<file path="src/sv/gra_pkg.sv">
// ----------------------------------------------------------------------------
// gra_pkg
// Shared types, constants and lookup functions for the glyph ROM address
// pipeline.
// ----------------------------------------------------------------------------
package gra_pkg;

  localparam int unsigned SizeW   = 6;
  localparam int unsigned CodeW   = 8;
  localparam int unsigned IndexW  = 13;  // largest glyph index is 7614
  localparam int unsigned CountW  = 8;
  localparam int unsigned ProdW   = IndexW + CountW;
  localparam int unsigned AddrW   = 24;

  localparam logic [SizeW-1:0] SizeReset = 6'd16;

  // GB2312 layout
  localparam logic [CodeW-1:0]  LowFirst    = 8'hA1;
  localparam logic [CodeW-1:0]  SymRowFirst = 8'hA1;
  localparam logic [CodeW-1:0]  SymRowLast  = 8'hA9;
  localparam logic [CodeW-1:0]  HanRowFirst = 8'hB0;
  localparam logic [CodeW-1:0]  HanRowLast  = 8'hF7;
  localparam logic [IndexW-1:0] RowLen      = 13'd94;
  localparam logic [IndexW-1:0] HanziOffset = 13'd846;

  // ASCII layout
  localparam logic [CodeW-1:0] AscFirst = 8'h20;
  localparam logic [CodeW-1:0] AscLast  = 8'h7E;
  localparam logic [CountW-1:0] AscCount24 = 8'd48;

  // Base addresses
  localparam logic [AddrW-1:0] HzBase16  = 24'h02C9D0;
  localparam logic [AddrW-1:0] HzBase24  = 24'h068190;
  localparam logic [AddrW-1:0] HzBase32  = 24'h0EDF00;
  localparam logic [AddrW-1:0] AscBase7  = 24'h1DDF80;
  localparam logic [AddrW-1:0] AscBase8  = 24'h1DE280;
  localparam logic [AddrW-1:0] AscBase12 = 24'h1DBE00;
  localparam logic [AddrW-1:0] AscBase16 = 24'h1DD780;
  localparam logic [AddrW-1:0] AscBase24 = 24'h1DFF00;
  localparam logic [AddrW-1:0] AscBase32 = 24'h1E5A50;

  // Lookup operation
  typedef enum logic {
    OP_GB2312 = 1'b0,
    OP_ASCII  = 1'b1
  } op_t;

  // Decode stage output
  typedef struct packed {
    logic              found;
    logic [IndexW-1:0] index;
    logic [CountW-1:0] count;
    logic [AddrW-1:0]  base;
  } dec_t;

  // Multiply stage output
  typedef struct packed {
    logic              found;
    logic [ProdW-1:0]  product;
    logic [CountW-1:0] count;
    logic [AddrW-1:0]  base;
  } mul_t;

  function automatic logic [AddrW-1:0] hz_base(input logic [SizeW-1:0] s);
    logic [AddrW-1:0] b;
    case (s)
      6'd16:   b = HzBase16;
      6'd24:   b = HzBase24;
      6'd32:   b = HzBase32;
      default: b = '0;
    endcase
    return b;
  endfunction

  function automatic logic [AddrW-1:0] asc_base(input logic [SizeW-1:0] s);
    logic [AddrW-1:0] b;
    case (s)
      6'd7:    b = AscBase7;
      6'd8:    b = AscBase8;
      6'd12:   b = AscBase12;
      6'd16:   b = AscBase16;
      6'd24:   b = AscBase24;
      6'd32:   b = AscBase32;
      default: b = '0;
    endcase
    return b;
  endfunction

endpackage

</file>
<file path="src/sv/glyph_rom_address.sv">
// ----------------------------------------------------------------------------
// glyph_rom_address
// Font ROM address generator for GB2312 and ASCII glyphs.
// ----------------------------------------------------------------------------
// Takes one character code per clock when the output is not stalled and
// returns one result per code, in order. The three register stages are
// decode (range check, glyph index, byte count, base address), a 13 x 8
// multiply of index by bytes per glyph, and the base add in the output
// register. Throughput is one transaction per clock without back-pressure;
// s_tready follows m_tready through the stage chain, and empty stages are
// filled while the output is held. glyph_size is written through the cfg
// channel, which is always ready; write it only while the pipe is empty.
module glyph_rom_address (
  input  logic        clk,
  input  logic        rst,
  // configuration: glyph_size
  input  logic        cfg_valid,
  output logic        cfg_ready,
  input  logic [5:0]  cfg_data,
  // input stream
  input  logic        s_tvalid,
  output logic        s_tready,
  input  logic [15:0] s_tdata,   // [7:0] code_high, [15:8] code_low
  input  logic [0:0]  s_tuser,   // [0] operation
  // result stream
  output logic        m_tvalid,
  input  logic        m_tready,
  output logic [31:0] m_tdata,   // [23:0] rom_address, [31:24] byte_count
  output logic [0:0]  m_tuser    // [0] found
);
  import gra_pkg::*;

  logic [SizeW-1:0]  glyph_size;
  logic              dec_valid;
  logic              dec_ready;
  dec_t              dec_data;
  logic              mul_valid;
  logic              mul_ready;
  mul_t              mul_data;
  logic              found;
  logic [AddrW-1:0]  rom_address;
  logic [CountW-1:0] byte_count;

  // size register
  assign cfg_ready = 1'b1;

  always_ff @(posedge clk) begin
    if (rst) begin
      glyph_size <= SizeReset;
    end else if (cfg_valid && cfg_ready) begin
      glyph_size <= cfg_data;
    end
  end

  // pipeline stages
  gra_decode u_decode (
    .clk        (clk),
    .rst        (rst),
    .glyph_size (glyph_size),
    .in_valid   (s_tvalid),
    .in_ready   (s_tready),
    .operation  (s_tuser[0]),
    .code_high  (s_tdata[7:0]),
    .code_low   (s_tdata[15:8]),
    .out_valid  (dec_valid),
    .out_ready  (dec_ready),
    .out_data   (dec_data)
  );

  gra_mult u_mult (
    .clk       (clk),
    .rst       (rst),
    .in_valid  (dec_valid),
    .in_ready  (dec_ready),
    .in_data   (dec_data),
    .out_valid (mul_valid),
    .out_ready (mul_ready),
    .out_data  (mul_data)
  );

  gra_addr u_addr (
    .clk         (clk),
    .rst         (rst),
    .in_valid    (mul_valid),
    .in_ready    (mul_ready),
    .in_data     (mul_data),
    .out_valid   (m_tvalid),
    .out_ready   (m_tready),
    .found       (found),
    .rom_address (rom_address),
    .byte_count  (byte_count)
  );

  assign m_tdata = {byte_count, rom_address};
  assign m_tuser = found;

  // reset empties the pipe
  assert property (@(posedge clk) rst |=> !m_tvalid)
    else $error("result valid after reset");

  // a full, stalled pipe takes nothing new
  assert property (@(posedge clk) disable iff (rst)
    m_tvalid && !m_tready && dec_valid && mul_valid |-> !s_tready)
    else $error("input accepted into a full stalled pipe");

  // an empty stage always has room
  assert property (@(posedge clk) disable iff (rst)
    !dec_valid |-> s_tready)
    else $error("input refused with an empty decode stage");

endmodule

</file>
<file path="src/sv/gra_decode.sv">
// ----------------------------------------------------------------------------
// gra_decode
// First stage: range check of the code, glyph index, byte count and base.
// ----------------------------------------------------------------------------
module gra_decode (
  input  logic                     clk,
  input  logic                     rst,
  input  logic [gra_pkg::SizeW-1:0] glyph_size,
  input  logic                     in_valid,
  output logic                     in_ready,
  input  logic                     operation,
  input  logic [gra_pkg::CodeW-1:0] code_high,
  input  logic [gra_pkg::CodeW-1:0] code_low,
  output logic                     out_valid,
  input  logic                     out_ready,
  output gra_pkg::dec_t            out_data
);
  import gra_pkg::*;

  logic              valid;
  dec_t              data;
  dec_t              data_next;

  logic [3:0]        rows;
  logic [9:0]        hz_prod;
  logic [9:0]        asc_prod;
  logic [CountW-1:0] hz_count;
  logic [CountW-1:0] asc_count;
  logic              low_ok;
  logic              sym_row;
  logic              han_row;
  logic              asc_ok;
  logic [IndexW-1:0] row;
  logic [IndexW-1:0] col;
  logic [IndexW-1:0] hz_index;

  // bytes per glyph from the size register
  assign rows      = 4'((7'(glyph_size) + 7'd7) >> 3);
  assign hz_prod   = 10'(rows) * 10'(glyph_size);
  assign asc_prod  = 10'(rows) * 10'(glyph_size >> 1);
  assign hz_count  = hz_prod[CountW-1:0];
  assign asc_count = (glyph_size == 6'd24) ? AscCount24 : asc_prod[CountW-1:0];

  // code range checks
  assign low_ok  = (code_low >= LowFirst);
  assign sym_row = low_ok && (code_high >= SymRowFirst) && (code_high <= SymRowLast);
  assign han_row = low_ok && (code_high >= HanRowFirst) && (code_high <= HanRowLast);
  assign asc_ok  = (code_high >= AscFirst) && (code_high <= AscLast);

  // GB2312 glyph index
  assign row      = han_row ? 13'(code_high - HanRowFirst) : 13'(code_high - SymRowFirst);
  assign col      = 13'(code_low - LowFirst);
  assign hz_index = row * RowLen + col + (han_row ? HanziOffset : '0);

  // next stage contents; misses carry zeros down the pipe
  always_comb begin
    data_next = '0;
    if (op_t'(operation) == OP_ASCII) begin
      if (asc_ok) begin
        data_next.found = 1'b1;
        data_next.index = 13'(code_high - AscFirst);
        data_next.count = asc_count;
        data_next.base  = asc_base(glyph_size);
      end
    end else begin
      if (sym_row || han_row) begin
        data_next.found = 1'b1;
        data_next.index = hz_index;
        data_next.count = hz_count;
        data_next.base  = hz_base(glyph_size);
      end
    end
  end

  // stage register
  assign in_ready = !valid || out_ready;

  always_ff @(posedge clk) begin
    if (rst) begin
      valid <= 1'b0;
    end else if (in_ready) begin
      valid <= in_valid;
    end
  end

  always_ff @(posedge clk) begin
    if (in_valid && in_ready) begin
      data <= data_next;
    end
  end

  assign out_valid = valid;
  assign out_data  = data;

  // a miss leaves nothing for the later stages to add
  assert property (@(posedge clk) disable iff (rst)
    valid && !data.found |-> data.index == '0 && data.count == '0 && data.base == '0)
    else $error("decode miss carries nonzero payload");

  // an index never exceeds the last hanzi (row F7, low byte FF)
  assert property (@(posedge clk) disable iff (rst)
    valid |-> data.index <= 13'd7614)
    else $error("glyph index out of range");

  // a held stage keeps its contents
  assert property (@(posedge clk) disable iff (rst)
    valid && !out_ready |=> valid && $stable(data))
    else $error("decode stage lost data on stall");

endmodule

</file>
<file path="src/sv/gra_mult.sv">
// ----------------------------------------------------------------------------
// gra_mult
// Second stage: glyph index times bytes per glyph.
// ----------------------------------------------------------------------------
module gra_mult (
  input  logic          clk,
  input  logic          rst,
  input  logic          in_valid,
  output logic          in_ready,
  input  gra_pkg::dec_t in_data,
  output logic          out_valid,
  input  logic          out_ready,
  output gra_pkg::mul_t out_data
);
  import gra_pkg::*;

  logic valid;
  mul_t data;
  mul_t data_next;

  // 13 x 8 product
  always_comb begin
    data_next.found   = in_data.found;
    data_next.product = ProdW'(in_data.index) * ProdW'(in_data.count);
    data_next.count   = in_data.count;
    data_next.base    = in_data.base;
  end

  // stage register
  assign in_ready = !valid || out_ready;

  always_ff @(posedge clk) begin
    if (rst) begin
      valid <= 1'b0;
    end else if (in_ready) begin
      valid <= in_valid;
    end
  end

  always_ff @(posedge clk) begin
    if (in_valid && in_ready) begin
      data <= data_next;
    end
  end

  assign out_valid = valid;
  assign out_data  = data;

  // a miss has a zero product
  assert property (@(posedge clk) disable iff (rst)
    valid && !data.found |-> data.product == '0)
    else $error("multiply miss has nonzero product");

  // a held stage keeps its contents
  assert property (@(posedge clk) disable iff (rst)
    valid && !out_ready |=> valid && $stable(data))
    else $error("multiply stage lost data on stall");

  // a bubble enters when the decode side has nothing
  assert property (@(posedge clk) disable iff (rst)
    in_ready && !in_valid |=> !valid)
    else $error("multiply stage invented an item");

endmodule

</file>
<file path="src/sv/gra_addr.sv">
// ----------------------------------------------------------------------------
// gra_addr
// Third stage: base plus offset, held in the output register.
// ----------------------------------------------------------------------------
module gra_addr (
  input  logic                      clk,
  input  logic                      rst,
  input  logic                      in_valid,
  output logic                      in_ready,
  input  gra_pkg::mul_t             in_data,
  output logic                      out_valid,
  input  logic                      out_ready,
  output logic                      found,
  output logic [gra_pkg::AddrW-1:0]  rom_address,
  output logic [gra_pkg::CountW-1:0] byte_count
);
  import gra_pkg::*;

  logic              valid;
  logic              found_r;
  logic [AddrW-1:0]  addr_r;
  logic [CountW-1:0] count_r;

  // output register
  assign in_ready = !valid || out_ready;

  always_ff @(posedge clk) begin
    if (rst) begin
      valid <= 1'b0;
    end else if (in_ready) begin
      valid <= in_valid;
    end
  end

  always_ff @(posedge clk) begin
    if (in_valid && in_ready) begin
      found_r <= in_data.found;
      addr_r  <= AddrW'(in_data.product) + in_data.base;
      count_r <= in_data.count;
    end
  end

  assign out_valid   = valid;
  assign found       = found_r;
  assign rom_address = addr_r;
  assign byte_count  = count_r;

  // a miss reports zero address and count
  assert property (@(posedge clk) disable iff (rst)
    valid && !found_r |-> addr_r == '0 && count_r == '0)
    else $error("miss with nonzero address or count");

  // a held result keeps its contents
  assert property (@(posedge clk) disable iff (rst)
    valid && !out_ready |=> valid && $stable(addr_r) && $stable(count_r))
    else $error("output register lost data on stall");

endmodule

</file>
<file path="config.mk">
export PLATFORM = sky130hd
export DESIGN_NAME = glyph_rom_address
export DESIGN_NICKNAME = d
export VERILOG_FILES = /design/src/sv/gra_pkg.sv /design/src/sv/glyph_rom_address.sv /design/src/sv/gra_decode.sv /design/src/sv/gra_mult.sv /design/src/sv/gra_addr.sv
export SDC_FILE = /design/constraint.sdc
export NUM_CORES = 1
export LEC_CHECK = 0
export BUFFER_PORTS_ARGS = -buffer_cell sky130_fd_sc_hd__buf_2
export CORE_UTILIZATION = 50
export DETAILED_ROUTE_END_ITERATION = 8
export MAX_ROUTING_LAYER = met4
export PLACE_DENSITY = 0.7
export SLEW_MARGIN = 15
export SYNTH_ARGS = -nofsm -noshare
export SYNTH_HDL_FRONTEND = slang
export SYNTH_SLANG_ARGS = --single-unit
</file>
<file path="constraint.sdc">
create_clock -name clk -period 8.6 [get_ports clk]
set_input_delay 1.72 -clock clk [delete_from_list [all_inputs] [get_ports clk]]
set_output_delay 1.72 -clock clk [all_outputs]
set_load 0.02 [all_outputs]
</file>
# --- After elaboration in Yosys (flattened, before gate mapping) ---
# Cells that the tools add are included.
word_totals:
  register_bits: 142
  output_inout_bits: 36
  elab_cells: 63
op_classes:
  n_addsub: 8
  multipliers: 4
  order_cmp: 7
  eq_ne: 6
  muxes: 8
  reduce_logical: 15
op_table:
  columns: ["cell", "count"]
  rows:
  - ["46-bit two-way mux", 3]
  - ["21-bit case mux with 6 select lines", 1]
  - ["20-bit case mux with 3 select lines", 1]
  - ["8-bit by 8-bit subtractor with 9-bit output, second input constant", 3]
  - ["13-bit adder", 2]
  - ["21-bit by 24-bit adder with 24-bit output", 1]
  - ["8-bit greater-or-equal comparator, second input constant", 3]
  - ["13-bit by 8-bit multiplier with 21-bit output", 1]
  - ["8-bit less-or-equal comparator, second input constant", 2]
  - ["13-bit by 6-bit multiplier with 12-bit output, second input constant", 1]
  - ["13-bit two-way mux", 1]
  - ["6-bit by 4-bit == test with 1-bit output, second input constant", 2]
  - ["6-bit by 5-bit == test with 1-bit output, second input constant", 2]
  - ["10-bit two-way mux", 1]
  - ["8-bit by 6-bit subtractor with 9-bit output, second input constant", 1]
  - ["8-bit by 6-bit greater-or-equal comparator with 1-bit output, second input constant", 1]
  - ["8-bit by 7-bit less-or-equal comparator with 1-bit output, second input constant", 1]
  - ["1-bit logical AND", 8]
  - ["4-bit by 5-bit multiplier with 8-bit output", 1]
  - ["4-bit by 6-bit multiplier with 8-bit output", 1]
  - ["8-bit two-way mux", 1]
  - ["6-bit by 3-bit adder with 7-bit output, second input constant", 1]
  - ["6-bit by 3-bit == test with 1-bit output, second input constant", 1]
  - ["6-bit == test, second input constant", 1]
  - ["other kinds (2)", 7]

# --- Logic depth before layout (Yosys ltp) ---
# Gate-level depths: netlist of the first run.
logic_depth:
  depth_word: 9
  depth_mapped: 30
  ltp_nobuf: 29

# --- Hierarchy ---
# A second synthesis of the first run with hierarchy kept.
unflattened:
  cells_unflattened: 1201
  area_unflattened_um2: 12490.7
modules_own_cells:
  columns: ["mod", "instances", "cells_per_inst", "area_each_um2", "seq_area_each_um2"]
  rows:
  - ["gra_mult", 1, 487, 5261.3, 1641.6]
  - ["gra_decode", 1, 506, 4847.1, 1131.1]
  - ["gra_addr", 1, 187, 2153.3, 1011.0]
  - ["glyph_rom_address", 1, 21, 229.0, 120.1]

# --- Least setup slack after synthesis of the first run ---
# No wires, ideal clock.
synth_path:
  path_type: "input to register"
  start: "input s_tdata[6]"
  end: "register u_decode.data, in the netlist u_decode.out_data[43] (data pin)"
  setup_time_ns: 0.261
  t_arrival_ns: 7.307
  slack_ns: 1.032
  cell_stages: 26
  path_cell_list: "buf_2 -> inv_1 -> ha_1 -> nor2b_1 -> a22o_1 -> nand2_4 -> inv_2 -> or4_4 -> xnor2_2 -> fa_1 -> ha_1 -> fa_1 -> inv_1 -> fa_1 -> nor2b_1 -> nor2_1 -> nor2_1 -> nor2_1 -> xnor2_1 -> fa_1 -> ha_1 -> nor2_1 -> or3_1 -> o21ai_0 -> xnor2_1 -> o21ai_1"
synth_rtl:
  columns: ["item", "line", "rtl"]
  rows:
  - ["start, declared", "glyph_rom_address.sv:23", "input logic [15:0] s_tdata,"]
  - ["end signal, assigned", "gra_decode.sv:88", "data <= data_next;"]
  - ["end, declared", "gra_decode.sv:21", "dec_t data;"]

==> flow_summary.toml, run 1 <==
[logic_synthesis]
synth-edff-count = 113
yosysSeqAreaShare_pct = 31.4
avgSynthCellArea_um2 = 10.3
syn_inst = 1104
yosys_warnings = 0
ys.flop_type = "edfxtp_1"
synth_area_leaders = "edfxtp_1, fa_1, ha_1"
ys_types = 72
synth_area_mm2 = 0.0114
synth_top_area_share_pct = 29.8
async_flop_share_pct = 0
yosys.area.top_type = "edfxtp_1"
yosysMostFrequentCell = "inv_1"
ys_ff_latch = 122
yosys-top-cells-count = "inv_1, ha_1, edfxtp_1"

[grt]
grt_overflow = 0
grt_usage_pct = 21.4
grt_pass1_wl_mm = 38.5
grt_pass1_vias = 7842
grt_max_degree = 46
antenna_found_initial = 0

[pwr]
cellPowerDensity_mw_per_mm2 = 371
clkPwrFrac_pct = 15.3
peakVddDrop_mv = 0.232
leakagePower_nw = 5.79
p_seq_share_pct = 19.9
p_int_mw = 2.66
p_comb_share_pct = 64.8
sw_frac_of_total_pct = 42.9
switching_power_mw = 2.00

[timing]
fin_crit_sh_pct = 88.0
fmax_mhz = 132
tightest_slew_ps = 709
setup-violations-final = 0
drv_slew = 0
skew_ps = 15.4
rsz0062_at_grt = "no"
relSlewSlack_pct = 52.7
post-route-min-period_ps = 7570
finalHoldViolCount = 0
fin_setup_tns_ps = 0

[clock_tree]
cts_sinks = 122
clk_path_buf_depth = 2
cts_tree = "built"
root_buffer = "clkbuf_16"
cts_setup_buffers = 0
numCtsBuffers = 17
path_clk_slew_ps = 60
htree_levels = 4
clk-insertion-delay-late_ps = 420
cts_resized = 0
cts_hold_buf = 0

[worst_hold_path]
holdCritStartpoint = "u_decode.out_data[4]$_DFFE_PP_"
hp-class = "reg -> reg"

[finish]
areaGrowthSynthToFinish_pct = 10.0
diodes = 0
final_area_mm2 = 0.0125
fin_util_pct = 56.7
drive_gt1_share_pct = 10.8
final_nets = 1412

[route]
drt_iter0_drc = 537
vias = 7875
antenna_left = 0
viasPerCell = 5.43
wire_per_inst_um = 15.7
wirelength_mm = 22.8
dr.pass1.iters = 5
drc_errors = 0

[floorplan]
core_mm2 = 0.0221
dieArea_mm2 = 0.0234
chipWidth_um = 153
rows = 54
die_h_um = 153
io-pin-count = 64
initial_core_util_pct = 51.6

[job]
cap_viol_max_count = 0

[critical_path]
startpoint = "s_tdata[5]"
start_kind = "input pin"
end_kind = "flop"
cp.arrival_ps = 7700
r2r_start = "u_decode.out_data[28]$_DFFE_PP_"
worstPathRequired_ps = 8740
r2r_slack_ps = 3870
critical_path_class = "in -> reg"
critPathMaxFanout = 10

[place]
dp_hpwl_mm = 17.9
io_buffer_count = 60
dpl-instance-area_mm2 = 0.0119
place_congestion = 0.870

[status]
outcome = "complete, no violations"
==> final cells by class <==
class / instances / area [um2]
clock buffer: 17 / 425
clock inverter: 15 / 163
fill: 1869 / 9560
inverter: 173 / 652
multi-input combinational: 779 / 7030
sequential: 122 / 3570
tap: 280 / 350
timing repair buffer: 65 / 338
==> critical path: stages <==
cell and delay, ps:
buf_2 150, ha_1 300, nand2_1 150, a22o_1 310, nand2_4 120, inv_2 150, a21oi_2 210, a21oi_1 130
xnor2_1 510, fa_1 500, inv_1 80, fa_1 430, fa_1 540, inv_1 40, ha_1 330, inv_1 90
o21bai_1 80, a21oi_1 200, xor2_1 110, fa_1 480, inv_1 40, ha_1 320, nor2b_1 140, o2bb2ai_1 200
o21ai_0 150, xnor2_1 150, o21ai_1 70
==> state kept, by name, indices dropped and copies added (netlist names) <==
| name | count |
|---|---|
| glyph_size | 6 |
| u_addr.byte_count | 8 |
| u_addr.found | 1 |
| u_addr.out_valid | 1 |
| u_addr.rom_address | 22 |
| u_decode.out_data | 37 |
| u_decode.out_valid | 1 |
| u_mult.out_data | 45 |
| u_mult.out_valid | 1 |
==> power by group through the flow <==
stage / Clock [mW] / Combinational, mW / Sequential [mW]
after floorplan: 0 / 2.46 / 0.904
after global placement: 0 / 2.95 / 0.933
after detailed placement: 0 / 3.00 / 0.935
after CTS: 0.725 / 3.03 / 0.924
after global routing: 0.747 / 3.44 / 0.934
final: 0.713 / 3.01 / 0.926
==> routing by layer <==
| metal | vias to the layer above | part of all wire [%] | GRT usage, % |
|---|---|---|---|
| met5 | - | 0 | - |
| met4 | 0 | 1.4 | 6.20 |
| met3 | 25 | 4.3 | 3.20 |
| met2 | 194 | 49 | 35.0 |
| met1 | 3859 | 45 | 27.5 |
| li1 | 3797 | - | - |
==> path summary, 6_finish.rpt <==
kind                                           to  depth (start not counted)
setup / recovery  u_decode.out_data[44]$_DFFE_PP_                         27
hold / removal       u_mult.out_data[4]$_DFFE_PP_                          0
setup reg to reg    u_mult.out_data[52]$_DFFE_PP_                         15
hold reg to reg      u_mult.out_data[4]$_DFFE_PP_                          0
==> per-stage QoR <==
stage | power [mW] | setup slack, ps | hold slack [ps] | std cells
final | 4.65 | 1030 | 419 | 1451
after detailed placement | 3.94 | 580 | 405 | 1419
after floorplan | 3.36 | 1030 | 400 | 1105
after CTS | 4.68 | 1040 | 418 | 1451
after global routing | 5.12 | 592 | 421 | 1451
after global placement | 3.88 | 672 | 402 | 1419
==> placed cells by master (no fill, tap or decap), types with 12 or more instances in the layout <==
master     instances
o21ai_0           23
a21oi_1           52
inv_1            169
nand2b_1          14
edfxtp_1         113
xor2_1            24
clkbuf_16         17
fa_1             102
nor2b_1           16
nor2_1            51
and2_1            56
xnor2_1           53
buf_2             60
nand2_1           93
a21o_1            18
o21ai_1           12
ha_1             124
==> kinds of logic after synthesis <==
logic type / share of synthesized area (%)
DFF: 31.4
xor gates and xnor gates: 6.06
other: 0.0659
buffers and inverters: 7.19
adders and majority gates: 31.5
AOI/OAI and AO/OA: 10.9
and+or+nand+nor: 12.5
muxes: 0.439
Power figures use the tool's default switching activity.
==> run 2: changes to the inputs <==
SYNTH_HIERARCHICAL = 1   (was default)
==> run 2 against run 1 <==
Effect of this change:
- critical path depth fell by 3
- clock power rose by 2%
- routed wire length rose by 8.2%
- utilization fell by 0.84 points
- synthesized cell count rose by 8.8%
==> flow_summary.toml, run 2 <==
[timing]
finalHoldViolCount = 0
rsz0062_at_grt = "no"
post-route-min-period_ps = 7790
tightest_slew_ps = 779
fin_setup_tns_ps = 0
hold_slack_ps = 419
skew_ps = 9.80
relSlewSlack_pct = 47.7
fmax_mhz = 128
setup-violations-final = 0
fin_crit_sh_pct = 90.6
drv_slew = 0

[finish]
drive_gt1_share_pct = 11.6
regArea_mm2 = 0.00390
final_common_cell = "inv_1"
diodes = 0
final_nets = 1515
fin_util_pct = 55.9
final_area_mm2 = 0.0136
areaGrowthSynthToFinish_pct = 9.14
multi_input_area_mm2 = 0.00768
fillers = 2135
final_cell_mix = "inv_1, ha_1, edfxtp_1, fa_1, and2_1"
largest_reg_flops = 54

[logic_synthesis]
synth-edff-count = 124
synth_area_mm2 = 0.0125
syn_inst = 1201
ys.flop_type = "edfxtp_1"
avgSynthCellArea_um2 = 10.4
async_flop_share_pct = 0
yosys.area.top_type = "edfxtp_1"
ys_types = 91
yosysMostFrequentCell = "inv_1"
yosys_warnings = 6
ys_ff_latch = 133
yosys-top-cells-count = "inv_1, ha_1, edfxtp_1"
synth_top_area_share_pct = 29.8
synth_area_leaders = "edfxtp_1, fa_1, ha_1"
yosysSeqAreaShare_pct = 31.3

[clock_tree]
cts_resized = 0
htree_levels = 4
cts_tree = "built"
path_clk_slew_ps = 60
numCtsBuffers = 17
clk-insertion-delay-late_ps = 420
cts_setup_buffers = 0
root_buffer = "clkbuf_16"
clk_path_buf_depth = 2
cts_sinks = 133
cts_hold_buf = 0

[floorplan]
chipWidth_um = 160
core_mm2 = 0.0244
die_h_um = 160
rows = 57
dieArea_mm2 = 0.0256
initial_core_util_pct = 51.2
io-pin-count = 64

[grt]
antenna_found_initial = 0
grt_max_degree = 55
grt_pass1_vias = 8820
grt_pass1_wl_mm = 41.7
grt_overflow = 0
grt_usage_pct = 20.9

[route]
antenna_left = 0
dr.pass1.iters = 5
vias = 8493
drc_errors = 0
drt_iter0_drc = 506
wirelength_mm = 24.6
wire_per_inst_um = 15.5
viasPerCell = 5.33

[place]
dpl-instance-area_mm2 = 0.0130
dp_hpwl_mm = 19.7
io_buffer_count = 62
place_congestion = 0.890

[critical_path]
start_kind = "input pin"
cp.arrival_ps = 8070
slowest_delay_ps = 550
ff2ff_path_depth = 14
cp.depth = 24
worstPathBufferInverterCount = 2
worstPathRequired_ps = 8880
crit_family = "adder cells"
critPathMaxFanout = 8
critical_path_class = "in -> reg"
path_cells = "buf_2, inv_1, ha_1, and4b_1, a31oi_1, a21boi_2, nor4_1, xor2_1, fa_1, ha_1, fa_1, fa_1, a21o_1, a21oi_1, xnor2_1, fa_1, ha_1, o21ai_0, a21boi_0, a21oi_1, o21ai_0, xor2_1, xnor3_1, o21ai_2"
crit_top_cell = "fa_1"
end_kind = "flop"
cp_slowest_cell = "fa_1"

[pwr]
cellPowerDensity_mw_per_mm2 = 327
peakVddDrop_mv = 0.280
p_total_mw = 4.46
leakagePower_nw = 6.19

[worst_hold_path]
hp-class = "reg -> reg"
holdPathStages = 0

[status]
outcome = "complete, no violations"

[job]
cap_viol_max_count = 0
run 2: cell count changes in the layout (fill, tap and decap cells not counted), sizes merged, moves of 7 or more:
| cell | previous run | this run |
|---|---|---|
| a21oi | 54 | 65 |
| and2 | 57 | 86 |
| edfxtp | 113 | 124 |
| inv | 179 | 190 |
| nand2 | 94 | 82 |
| nand3 | 9 | 23 |
| nor2 | 52 | 39 |
| nor2b | 17 | 10 |
| o21ai | 35 | 48 |
run 2: path summary, 6_finish.rpt:
| check | startpoint | slack, ps | to |
|---|---|---|---|
| max | s_tdata[6] | 810 | u_decode/out_data[44]$_DFFE_PP_ |
| min | u_mult/out_data[30]$_DFFE_PP_ | 420 | u_addr/byte_count[6]$_DFFE_PP_ |
| max reg2reg | u_decode/out_data[31]$_DFFE_PP_ | 3720 | u_mult/out_data[49]$_DFFE_PP_ |
| min reg2reg | u_mult/out_data[30]$_DFFE_PP_ | 420 | u_addr/byte_count[6]$_DFFE_PP_ |
run 2: layer usage:
layer	wire (um)	vias to the layer above	track usage, %	share of wire (%)
met2	12500	177	35.4	51
met4	325	0	6.15	1.3
li1	-	4144	-	-
met5	0	-	-	0
met3	879	27	2.83	3.6
met1	11000	4145	26.0	44
run 2: area by class of cell:
type | count | share of cell area [%]
Clock buffer | 17 | 3.12
Clock inverter | 15 | 1.23
Inverter | 184 | 5.07
Multi-Input combinational cell | 852 | 56.4
Sequential cell | 133 | 28.6
Tap cell | 324 | 2.97
Timing Repair Buffer | 68 | 2.61
run 2: per-stage QoR:
| step | std cells | worst slack, ps |
|---|---|---|
| floorplan | 1208 | 741 |
| global placement | 1561 | 573 |
| detailed placement | 1561 | 380 |
| CTS | 1593 | 795 |
| global route | 1593 | 275 |
| finish | 1593 | 812 |
run 2: logic make-up (layout without fill, tap and decap cells):
group | after synthesis | after routing | synth area share, %
adder cells (fa/ha/maj) | 231 | 231 | 29.3
buffers and inverters | 223 | 284 | 7.45
AND/OR/NAND/NOR | 303 | 303 | 13.0
XOR/XNOR | 83 | 83 | 6.11
multiplexers | 6 | 6 | 0.481
other | 2 | 9 | 0.0601
flip-flops | 133 | 133 | 31.3
AO/OA/AOI/OAI | 220 | 220 | 12.4
run 2: worst register-to-register path: cells and delay by family, from the launching register on:
kind,cells,cell delay (ps)
adder cells (fa/ha/maj),5,2540
AO/OA/AOI/OAI,5,1000
flip-flops,1,710
AND/OR/NAND/NOR,1,180
buffers and inverters,3,160
run 2: power by group:
group	internal (mW)	switching [mW]	total [mW]
Sequential	0.864	0.0724	0.937
Combinational	1.22	1.57	2.80
Clock	0.433	0.293	0.726
